==> config.mk <==
export PLATFORM = sky130hd
export DESIGN_NAME = smsrch_ctrl
export DESIGN_NICKNAME = d
export VERILOG_FILES = /design/src/hdl/smsrch_pkg.sv /design/src/hdl/smsrch_ctrl.sv
export SDC_FILE = /design/constraint.sdc
export NUM_CORES = 1
export LEC_CHECK = 0
export ABC_AREA = 1
export BUFFER_PORTS_ARGS = -buffer_cell sky130_fd_sc_hd__buf_4
export CORE_ASPECT_RATIO = 0.7
export CORE_UTILIZATION = 44
export DETAILED_ROUTE_END_ITERATION = 10
export MAX_ROUTING_LAYER = met4
export PLACE_DENSITY = 0.74
export SLEW_MARGIN = 20
export SYNTH_ARGS = -nofsm -noshare
export SYNTH_HDL_FRONTEND = slang
export SYNTH_SLANG_ARGS = --single-unit
==> constraint.sdc <==
create_clock -name clk -period 2.9 [get_ports clk]
set_clock_uncertainty 0.15 [all_clocks]
set_input_delay 0.435 -clock clk [delete_from_list [all_inputs] [get_ports clk]]
set_output_delay 0.435 -clock clk [all_outputs]
set_load 0.005 [all_outputs]
==> src/hdl/smsrch_pkg.sv <==
// Shared types and constants for the sorted matrix search block.
// No dependencies; imported by the controller and the top level.
`default_nettype none

package smsrch_pkg;

    // Width of the row and column count registers.
    localparam int CNT_W = 5;

    // Width of one matrix entry.
    localparam int DATA_W = 32;

    // Width of the row and column index fields of a write item.
    localparam int IDX_W = 4;

    // Register indexes on the configuration port.
    localparam logic CFG_ROWS_IN_USE = 1'b0;
    localparam logic CFG_COLS_IN_USE = 1'b1;

    // Reset values of the count registers.
    localparam logic [CNT_W-1:0] ROWS_RESET = 5'd16;
    localparam logic [CNT_W-1:0] COLS_RESET = 5'd16;

    // Request codes carried by req_type.
    localparam logic REQ_WRITE  = 1'b0;
    localparam logic REQ_SEARCH = 1'b1;

    // Matrix extent currently in use, as written through the configuration port.
    typedef struct packed {
        logic [CNT_W-1:0] rows;
        logic [CNT_W-1:0] cols;
    } cfg_t;

endpackage

`default_nettype wire

==> src/hdl/smsrch_ctrl.sv <==
// Request controller and staircase walker of the sorted matrix search block.
// Depends on smsrch_pkg; drives the matrix RAM (smsrch_ram) in the top level.
`default_nettype none

module smsrch_ctrl
    import smsrch_pkg::*;
#(
    parameter int MAX_ROWS = 16,
    parameter int MAX_COLS = 16,
    localparam int DEPTH   = MAX_ROWS * MAX_COLS,
    localparam int AW      = (DEPTH > 1) ? $clog2(DEPTH) : 1
)
(
    input  wire logic                     clk,
    input  wire logic                     rst_n,
    input  wire cfg_t                     cfg,
    // Request channel.
    input  wire logic                     in_valid,
    output logic                          in_stall,
    input  wire logic                     req_type,
    input  wire logic [IDX_W-1:0]         row_index,
    input  wire logic [IDX_W-1:0]         col_index,
    input  wire logic signed [DATA_W-1:0] entry_value,
    input  wire logic signed [DATA_W-1:0] search_key,
    // Matrix RAM.
    output logic                          mem_we,
    output logic [AW-1:0]                 mem_waddr,
    output logic [DATA_W-1:0]             mem_wdata,
    output logic                          mem_re,
    output logic [AW-1:0]                 mem_raddr,
    input  wire logic [DATA_W-1:0]        mem_rdata,
    // Result channel.
    output logic                          res_valid,
    input  wire logic                     res_stall,
    output logic                          res_found
);

    // Count limits, held to what a 5-bit count can express.
    localparam int CNT_MAX  = (1 << CNT_W) - 1;
    localparam int ROW_LIM  = (MAX_ROWS > CNT_MAX) ? CNT_MAX : MAX_ROWS;
    localparam int COL_LIM  = (MAX_COLS > CNT_MAX) ? CNT_MAX : MAX_COLS;

    typedef enum logic [2:0] {
        ST_IDLE = 3'b001,
        ST_WALK = 3'b010,
        ST_DONE = 3'b100
    } state_t;

    // Linear address of entry (r, c); rows are MAX_COLS words apart.
    function automatic logic [AW-1:0] addr_of(input logic [CNT_W-1:0] r,
                                              input logic [CNT_W-1:0] c);
        logic [31:0] wide;
        wide = 32'(r) * 32'(MAX_COLS) + 32'(c);
        return wide[AW-1:0];
    endfunction

    state_t                    state_reg,   state_next;
    logic [CNT_W-1:0]          row_reg,     row_next;
    logic [CNT_W-1:0]          left_reg,    left_next;
    logic [CNT_W-1:0]          rows_reg,    rows_next;
    logic signed [DATA_W-1:0]  key_reg,     key_next;
    logic                      hit_reg,     hit_next;
    logic                      out_valid_reg, out_valid_next;
    logic                      found_reg,   found_next;

    logic [CNT_W-1:0]          rows_eff;
    logic [CNT_W-1:0]          cols_eff;
    logic                      accept;
    logic                      wr_in_range;
    logic [31:0]               wr_addr_wide;
    logic                      entry_eq;
    logic                      entry_lt;
    logic [CNT_W-1:0]          row_inc;
    logic [CNT_W-1:0]          left_dec;
    logic                      slot_free;

    // Counts above the matrix size act as the matrix size.
    assign rows_eff = (cfg.rows > CNT_W'(ROW_LIM)) ? CNT_W'(ROW_LIM) : cfg.rows;
    assign cols_eff = (cfg.cols > CNT_W'(COL_LIM)) ? CNT_W'(COL_LIM) : cfg.cols;

    // One item at a time: new requests are taken only between searches.
    assign in_stall = (state_reg != ST_IDLE);
    assign accept   = in_valid && !in_stall;

    // Write path straight into the RAM; out-of-range writes are dropped.
    assign wr_in_range  = (32'(row_index) < 32'(MAX_ROWS)) &&
                          (32'(col_index) < 32'(MAX_COLS));
    assign wr_addr_wide = 32'(row_index) * 32'(MAX_COLS) + 32'(col_index);
    assign mem_we       = accept && (req_type == REQ_WRITE) && wr_in_range;
    assign mem_waddr    = wr_addr_wide[AW-1:0];
    assign mem_wdata    = entry_value;

    // Compare of the entry just read with the key.
    assign entry_eq = ($signed(mem_rdata) == key_reg);
    assign entry_lt = ($signed(mem_rdata) <  key_reg);
    assign row_inc  = row_reg + CNT_W'(1);
    assign left_dec = left_reg - CNT_W'(1);

    // The output register can take a new result this cycle.
    assign slot_free = !out_valid_reg || !res_stall;

    // Search sequencer: issue a read, compare the returned entry, step.
    always_comb
    begin
        state_next     = state_reg;
        row_next       = row_reg;
        left_next      = left_reg;
        rows_next      = rows_reg;
        key_next       = key_reg;
        hit_next       = hit_reg;
        out_valid_next = out_valid_reg;
        found_next     = found_reg;
        mem_re         = 1'b0;
        mem_raddr      = addr_of(row_reg, left_dec);

        // A transfer on the result channel empties the output register.
        if (out_valid_reg && !res_stall)
        begin
            out_valid_next = 1'b0;
        end

        unique case (state_reg)
            ST_IDLE:
            begin
                if (accept && (req_type == REQ_SEARCH))
                begin
                    row_next  = '0;
                    left_next = cols_eff;
                    rows_next = rows_eff;
                    key_next  = search_key;
                    hit_next  = 1'b0;
                    if ((rows_eff == '0) || (cols_eff == '0))
                    begin
                        state_next = ST_DONE;
                    end
                    else
                    begin
                        mem_re     = 1'b1;
                        mem_raddr  = addr_of('0, cols_eff - CNT_W'(1));
                        state_next = ST_WALK;
                    end
                end
            end

            ST_WALK:
            begin
                if (entry_eq)
                begin
                    hit_next   = 1'b1;
                    state_next = ST_DONE;
                end
                else if (entry_lt)
                begin
                    // Entry too small: move down one row.
                    row_next = row_inc;
                    if (row_inc >= rows_reg)
                    begin
                        state_next = ST_DONE;
                    end
                    else
                    begin
                        mem_re    = 1'b1;
                        mem_raddr = addr_of(row_inc, left_dec);
                    end
                end
                else
                begin
                    // Entry too large: move left one column.
                    left_next = left_dec;
                    if (left_dec == '0)
                    begin
                        state_next = ST_DONE;
                    end
                    else
                    begin
                        mem_re    = 1'b1;
                        mem_raddr = addr_of(row_reg, left_dec - CNT_W'(1));
                    end
                end
            end

            ST_DONE:
            begin
                if (slot_free)
                begin
                    out_valid_next = 1'b1;
                    found_next     = hit_reg;
                    state_next     = ST_IDLE;
                end
            end

            default:
            begin
                state_next = ST_IDLE;
            end
        endcase
    end

    // Control state.
    always_ff @(posedge clk or negedge rst_n)
    begin
        if (!rst_n)
        begin
            state_reg     <= ST_IDLE;
            out_valid_reg <= 1'b0;
        end
        else
        begin
            state_reg     <= state_next;
            out_valid_reg <= out_valid_next;
        end
    end

    // Walk position, key and result payload.
    always_ff @(posedge clk)
    begin
        row_reg   <= row_next;
        left_reg  <= left_next;
        rows_reg  <= rows_next;
        key_reg   <= key_next;
        hit_reg   <= hit_next;
        found_reg <= found_next;
    end

    assign res_valid = out_valid_reg;
    assign res_found = found_reg;

endmodule

`default_nettype wire
==> results of run 1 <==
==> kinds of logic (layout without fill, tap and decap cells) <==
group | Yosys count | after routing | share of synthesized area [%]
adder cells (fa/ha/maj) | 50 | 50 | 15.2
AO/OA/AOI/OAI | 58 | 58 | 7.84
XOR/XNOR | 13 | 13 | 3.14
flip-flops | 53 | 53 | 38.3
AND/OR/NAND/NOR | 178 | 178 | 19.8
buffers and inverters | 130 | 239 | 15.6
==> final cells by class <==
cell class,count,share of cell area [%]
clock buffer,5,2.22
clock inverter,3,0.310
inverter,86,5.76
multi-input combinational,299,41.0
sequential,53,27.9
tap,124,2.75
timing repair buffer,145,20.1
==> timing repair <==
action	in CTS	in global routing
buffers inserted	8	9
endpoints found under the setup margin	9	9
pin swaps	39	37
endpoints found under the hold margin	4	0
hold buffers	1	0
gates cloned	0	0
gates resized for setup	69	45
==> stage by stage <==
stage / util [%] / setup TNS [ns] / total power, uW / setup WS (ns) / cells
detailed placement: 54.0 / -0.346 / 3700 / -0.115 / 690
floorplan: - / 0 / 2620 / 0.0124 / 482
global route: 62.2 / -2.97 / 5690 / -0.484 / 715
CTS: 59.6 / -1.17 / 4760 / -0.263 / 706
global placement: 54.0 / -0.0174 / 3640 / -0.0163 / 690
finish: 62.2 / -1.51 / 5260 / -0.340 / 715
==> worst paths after layout <==
check                               from           end  slack (ns)
setup / recovery              row_reg[0]  mem_raddr[4]       -0.34
hold / removal             search_key[8]    key_reg[8]        0.17
setup reg to reg              row_reg[0]  state_reg[1]        0.34
hold reg to reg                  hit_reg     res_found        0.28
max in group asynchronous          rst_n  state_reg[0]        2.08
min in group asynchronous          rst_n     res_valid        0.33
==> per-layer routing <==
layer | routed length, um | vias up | part of all wire (%)
li1 | - | 1759 | -
met1 | 4450 | 1657 | 43
met2 | 5150 | 128 | 49
met3 | 686 | 18 | 6.6
met4 | 170 | 0 | 1.6
met5 | 0 | - | 0
==> cells in the mapped netlist, types with 2 or more instances <==
cell type,n
a21oi_1,25
a22oi_1,3
buf_2,2
buf_4,40
clkbuf_1,2
dfrtp_1,3
edfxtp_1,49
ha_1,50
inv_1,83
inv_2,2
nand2_1,85
nand2_2,7
nand3_1,31
nand3_2,3
nand3b_1,2
nand4_1,10
nor2_1,31
nor3_1,3
o21a_1,2
o21ai_0,18
o21ai_1,3
xnor2_1,3
xor2_1,8
==> worst register-to-register path: stages (launching register included) <==
cell and delay (ns):
edfxtp_1 0.41, ha_2 0.23, nand3_2 0.08, xor2_2 0.19, inv_2 0.06, ha_4 0.24
nand2_4 0.08, inv_2 0.03, nand4_1 0.08, o2111ai_2 0.12, buf_6 0.17, buf_6 0.11
nor2_1 0.09, nand4_1 0.19, buf_4 0.20, nand3_1 0.07
==> power groups by stage <==
stage	Clock [uW]	Sequential [uW]	Combinational, uW
after floorplan	0	1140	1470
after global placement	0	1130	2510
after detailed placement	0	1140	2560
after CTS	597	1140	3030
after global routing	631	1160	3900
final	583	1140	3530
==> summary.txt, run 1 <==
Power
  – Sw frac: a little over 40%
  – Clock power frac: about 11%
  – Gate power share: 67.1%
  – Max VDD drop: approximately 0.43 mV
  – Net switching power: about 2200 uW
  – Flop pwr share: 21.8%
  – LEAKAGE: 0.00275 uW
  – PD cells: 931 nW/um^2
  – Internal power: 3090 uW

Setup path
  – CP Capture Type: primary output
  – Critical path class: flip-flop to primary output
  – Slowest stage delay, CP: 0.41 ns
  – Crit-path max FO: 6
  – Crit-path most repeated cell: buf_6
  – Worst EP required: 2.32 ns
  – Ordered cell list for the critical path: ha_2 > nand3_2 > xor2_2 > inv_2 > ha_4 > nand2_4 > inv_2 > nand4_1 > o2111ai_2 > buf_6 > buf_6 > xor2_1 > nand3_1 > nand3b_1 > nand2_1 > buf_6
  – Slowest-stage cell, CP: edfxtp_1
  – Arrival @ worst endpoint: 2.66 ns
  – Worst reg2reg path depth: 15
  – Worst path bufs/invs: 5
  – Crit path launch type: flip-flop
  – WP depth: 16
  – Top delay family on crit path: adder cells

STA
  – Worst slew pin tran: 0.490 ns
  – Max Fclk: 309 MHz
  – Fin worst setup slack: -0.340 ns
  – Final hold vios: 0
  – Fin crit period: 3.24 ns
  – Setup repair after global routing missed its margin: yes
  – Slew Limit Headroom: 67.3%
  – Final Cycle Share: 112%
  – Final hold slack: 0.166 ns
  – Max-slew violations: 0
  – Final setup violation count: 6

Synth
  – Syn Nets: 651
  – Post-synthesis sequential area ratio: 38.3%
  – Post-synth ARST share: roughly 7.5%
  – Main area contributors after synthesis: edfxtp_1, ha_1, nand2_1, inv_1, buf_4
  – Synth Cell Area: 4100 um^2
  – Post-Syn Instances: around 480
  – #FFs+latches synth: 53
  – Most common flop cell mapped by yosys: edfxtp_1
  – Mean post-synth cell area: 8.51 um^2
  – Synth warn: 0
  – Yosys top cell by area: edfxtp_1
  – Synth top area share: 35.9%
  – EDFF count, synth: roughly 50
  – Synth unique cells: 40

Worst hold path
  – Hold Crit Class: input port to flip-flop
  – Hold Path Depth: 1

Floorplan
  – Initial Util: 45.2%
  – Die Y: 82.8 um
  – I/O Pins: 172
  – Die Width: around 120 um
  – Core Box Area: 9070 um^2
  – FP Rows: 29
  – Die area: 9720 um^2

Finish
  – Most common cell after layout, fill and taps aside: buf_4
  – Reg area: 1570 um^2
  – Most frequent cells in the layout: buf_4, inv_1, nand2_1
  – Layout cell share with drive strength beyond 1: between 40% and 50%
  – Final instance area: between 5000 and 6000 um^2
  – Count of nets after finishing: 759
  – Area taken by multi-input logic gates: 2310 um^2
  – Layout area overhead: 37.6%
  – Ant. Diodes: 0
  – Number of flip-flops in the largest register: 32
  – Filler cells: 755

Global routing
  – GRT Util Overall: 22.7%
  – Vias in the first global route: 3544
  – Initial antenna violation count: 0
  – Met3 usage: 5.05%
  – Met1 Use GR: 26.3%
  – Grt total ovfl: 0
  – Largest net degree at the start of global routing: 38
  – M2 GR Usage: 39.9%
  – First-pass GRT wire length: 16.6 mm
  – GR peak layer: met2

Route
  – WL/cell: 14.6 um
  – Vias/cell: 4.98
  – 1st-iter DRT viols: about 120
  – Via count: 3562
  – DR pass1 iterations: 4
  – Antenna viol nets, final: 0
  – Post-route DRC: 0
  – DRT Wirelength: 10.5 mm

Placement
  – IO buf count: between 90 and 100
  – Gpl congestion: 0.931
  – Dpl cell area: 4900 um^2
  – Half-perimeter wire length after placement: 7.85 mm

Clock network
  – Clock slew at reported path FFs: 0.07 ns
  – CTS H-tree lvls: 2
  – CTS tree: done
  – Clock Tree Root: clkbuf_16
  – CTS Buffer Depth: 2
  – CTS Sinks: between 50 and 60
  – Clk_lat worst skew: ~0.29 ns
  – CTS Buf Count: 5

Run status
  – Failing checks: setup timing
  – Status: finished with violations

Job
  – Max-cap viol count: 0
Note: power is estimated with default switching activity, not from simulation.
==> inputs of run 2 (changes only) <==
--- a/config.mk
+++ b/config.mk
@@ -11,7 +11,7 @@
 export CORE_UTILIZATION = 44
 export DETAILED_ROUTE_END_ITERATION = 10
 export MAX_ROUTING_LAYER = met4
-export PLACE_DENSITY = 0.74
+export PLACE_DENSITY_LB_ADDON = 0.08
 export SLEW_MARGIN = 20
 export SYNTH_ARGS = -nofsm -noshare
 export SYNTH_HDL_FRONTEND = slang
==> run 2 against run 1 <==
The run still ends with setup timing left. Via count decreased by 2.8%. Non-clock buffer count decreased by 5. Worst setup slack improved by 0.043 ns. Final cell count decreased by 0.70%. Total power decreased by 4.7%. Die area unchanged. First-iteration DRC count increased by 9.1%. Sequential power about the same. Register-to-register slack got worse by 0.15 ns. Global-route usage decreased by 0.93 points. Sequential cell count unchanged. Critical path type unchanged. Largest cell class unchanged.
==> summary.txt, run 2 (synthesized netlist as in run 1, its figures left out) <==
Run status
  – Status: finished with violations
  – Failing checks: setup timing

Power
  – Max VDD drop: 0.592 mV (+38%)
  – PnR Total Power: 5010 uW (-4.7%)
  – LEAKAGE: 0.00271 uW (-1.6%)
  – PD cells: 880 nW/um^2 (-5.5%)

Floorplan
  – Initial Util: 45.2% (unchanged)
  – Die Width: 117 um (unchanged)
  – I/O Pins: 172 (unchanged)
  – FP Rows: 29 (unchanged)
  – Core Box Area: 9070 um^2 (unchanged)
  – Die area: 9720 um^2 (unchanged)
  – Die Y: 82.8 um (unchanged)

Global routing
  – Initial antenna violation count: 0 (unchanged)
  – Grt total ovfl: 0 (unchanged)
  – First-pass GRT wire length: 15.7 mm (-5.7%)
  – GRT Util Overall: 21.7% (-0.93 points)
  – Largest net degree at the start of global routing: 38 (unchanged)
  – Vias in the first global route: 3162 (-11%)

Route
  – DRT Wirelength: 10.5 mm (+0.24%)
  – DR pass1 iterations: 5 (+1)
  – 1st-iter DRT viols: 132 (+9.1%)
  – Post-route DRC: 0 (unchanged)
  – Vias/cell: 4.87 (-2.2%)
  – Antenna viol nets, final: 0 (unchanged)
  – WL/cell: 14.8 um (+0.95%)
  – Via count: 3461 (-2.8%)

STA
  – Max Fclk: 313 MHz (+1.3%)
  – Fin worst setup slack: -0.298 ns (+0.0427 ns)
  – Final hold vios: 0 (unchanged)
  – Slew Limit Headroom: 68.0% (+0.66 points)
  – Fin Setup TNS: -1.33 ns (+0.176 ns)
  – Final Cycle Share: 110% (-1.5 points)
  – Setup repair after global routing missed its margin: yes
  – Final setup violation count: 6 (unchanged)
  – Fin crit period: 3.20 ns (-0.0427 ns)
  – Max-slew violations: 0 (unchanged)
  – Final hold slack: 0.161 ns (-0.00519 ns)
  – Worst slew pin tran: 0.481 ns (-0.00986 ns)

Clock network
  – Clock slew at reported path FFs: 0.08 ns (about the same)
  – CTS Buf Count: 5 (unchanged)
  – CTS H-tree lvls: 2 (unchanged)
  – CTS Buffer Depth: 2 (unchanged)
  – Clk_lat worst skew: 0.29 ns (about the same)
  – CTS tree: done
  – CTS Sinks: 53 (unchanged)
  – Clock Tree Root: clkbuf_16

Finish
  – Non-Filler Instances: 710 (-0.70%)
  – Ant. Diodes: 0 (unchanged)
  – Count of nets after finishing: 754 (-0.66%)
  – Most frequent cells in the layout: buf_4, inv_1, nand2_1
  – Most common cell after layout, fill and taps aside: buf_4
  – Layout area overhead: 38.8%
  – Layout cell share with drive strength beyond 1: 44.2% (+3.1 points)
  – Core Util, Final: 62.8% (+0.52 points)
  – Filler cells: 794 (+5.2%)
  – Number of flip-flops in the largest register: 32 (unchanged)

Setup path
  – Top delay family on crit path: buffers and inverters
  – Ordered cell list for the critical path: ha_2 > buf_4 > buf_4 > nand2_1 > nand2_2 > inv_2 > ha_4 > a21oi_2 > o2111ai_2 > buf_6 > buf_4 > o21ai_1 > nand3_1 > nand3b_1 > nand2_1 > buf_4
  – CP Capture Type: primary output
  – Slowest stage delay, CP: 0.41 ns (about the same)
  – Slowest-stage cell, CP: edfxtp_1
  – Arrival @ worst endpoint: 2.61 ns (-0.05 ns)
  – Crit-path most repeated cell: buf_4
  – Worst EP required: 2.32 ns (about the same)
  – Crit path launch type: flip-flop
  – Crit-path max FO: 7 (+1)
  – Worst path bufs/invs: 6 (+1)
  – Critical path class: flip-flop to primary output

Placement
  – Gpl congestion: 0.862 (-7.4%)
  – Half-perimeter wire length after placement: 7.81 mm (-0.50%)
  – Placed insts: 684 (-0.87%)
  – IO buf count: 91 (unchanged)

Worst hold path
  – Hold Crit Class: input port to flip-flop

Job
  – Max-cap viol count: 0 (unchanged)
[run 2: cell count changes in the layout (fill, tap and decap cells not counted), moves of 3 or more]
cell and change:
ha_4 +9, a21oi_2 +8, nand2_4 -3, nand2_2 +8
a21oi_1 -8, buf_4 -4, o21ai_1 +3, inv_2 +3
ha_1 -7, nand2_1 -5
[run 2: layout make-up]
| type | instances | area [um^2] | area share [%] |
|---|---|---|---|
| inverter | 86 | 325 | 5.71 |
| multi-input combinational | 299 | 2400 | 42.1 |
| sequential | 53 | 1570 | 27.6 |
| tap | 124 | 155 | 2.72 |
| clock inverter | 3 | 21.3 | 0.374 |
| clock buffer | 5 | 125 | 2.20 |
| timing repair buffer | 140 | 1090 | 19.2 |
[run 2: timing repair]
| action | CTS | global route |
|---|---|---|
| setup buffers | 8 | 10 |
| hold endpoints to repair | 4 | 0 |
| hold buffers | 1 | 0 |
| pin swaps | 37 | 51 |
| endpoints found under the setup margin | 9 | 9 |
| resized for setup | 42 | 85 |
[run 2: through the flow]
stage               setup WS (ns)  area [um^2]
CTS                        -0.275         5260
global placement           -0.116         4860
detailed placement         -0.168         4860
floorplan                  0.0124         4100
global route               -0.479         5690
finish                     -0.298         5690
[run 2: worst register-to-register path, cell delays in order, from the launching register on]
cell	delay [ns]
edfxtp_1	0.41
ha_2	0.22
buf_4	0.13
buf_4	0.12
nand2_1	0.08
nand2_2	0.08
inv_2	0.09
ha_4	0.20
a21oi_2	0.12
o2111ai_2	0.12
buf_6	0.16
buf_4	0.13
nor2_2	0.06
nand4_1	0.11
buf_4	0.16
buf_4	0.12
nand4_1	0.08
nand2_1	0.06
[run 2: worst paths after layout]
kind	from	end	slack, ns	depth (start not counted)
max	row_reg[0]	mem_raddr[6]	-0.30	16
min	search_key[2]	key_reg[2]	0.16	1
max reg2reg	row_reg[0]	state_reg[2]	0.19	17
min reg2reg	hit_reg	res_found	0.27	0
max in group asynchronous	rst_n	state_reg[0]	2.09	2
min in group asynchronous	rst_n	res_valid	0.32	2
[run 2: routing by layer]
metal	vias to the layer above	track usage [%]	routed length, um
li1	1757	-	-
met5	-	-	0
met1	1588	28.9	4780
met4	0	6.88	201
met2	88	34.1	4890
met3	28	3.83	609
[run 2: where the power goes]
| group | switching (uW) | internal [uW] | leakage [uW] | total, uW |
|---|---|---|---|---|
| Combinational | 1670 | 1600 | 0.00213 | 3270 |
| Sequential | 81.2 | 1060 | 0.000509 | 1140 |
| Clock | 284 | 322 | 0.0000702 | 606 |
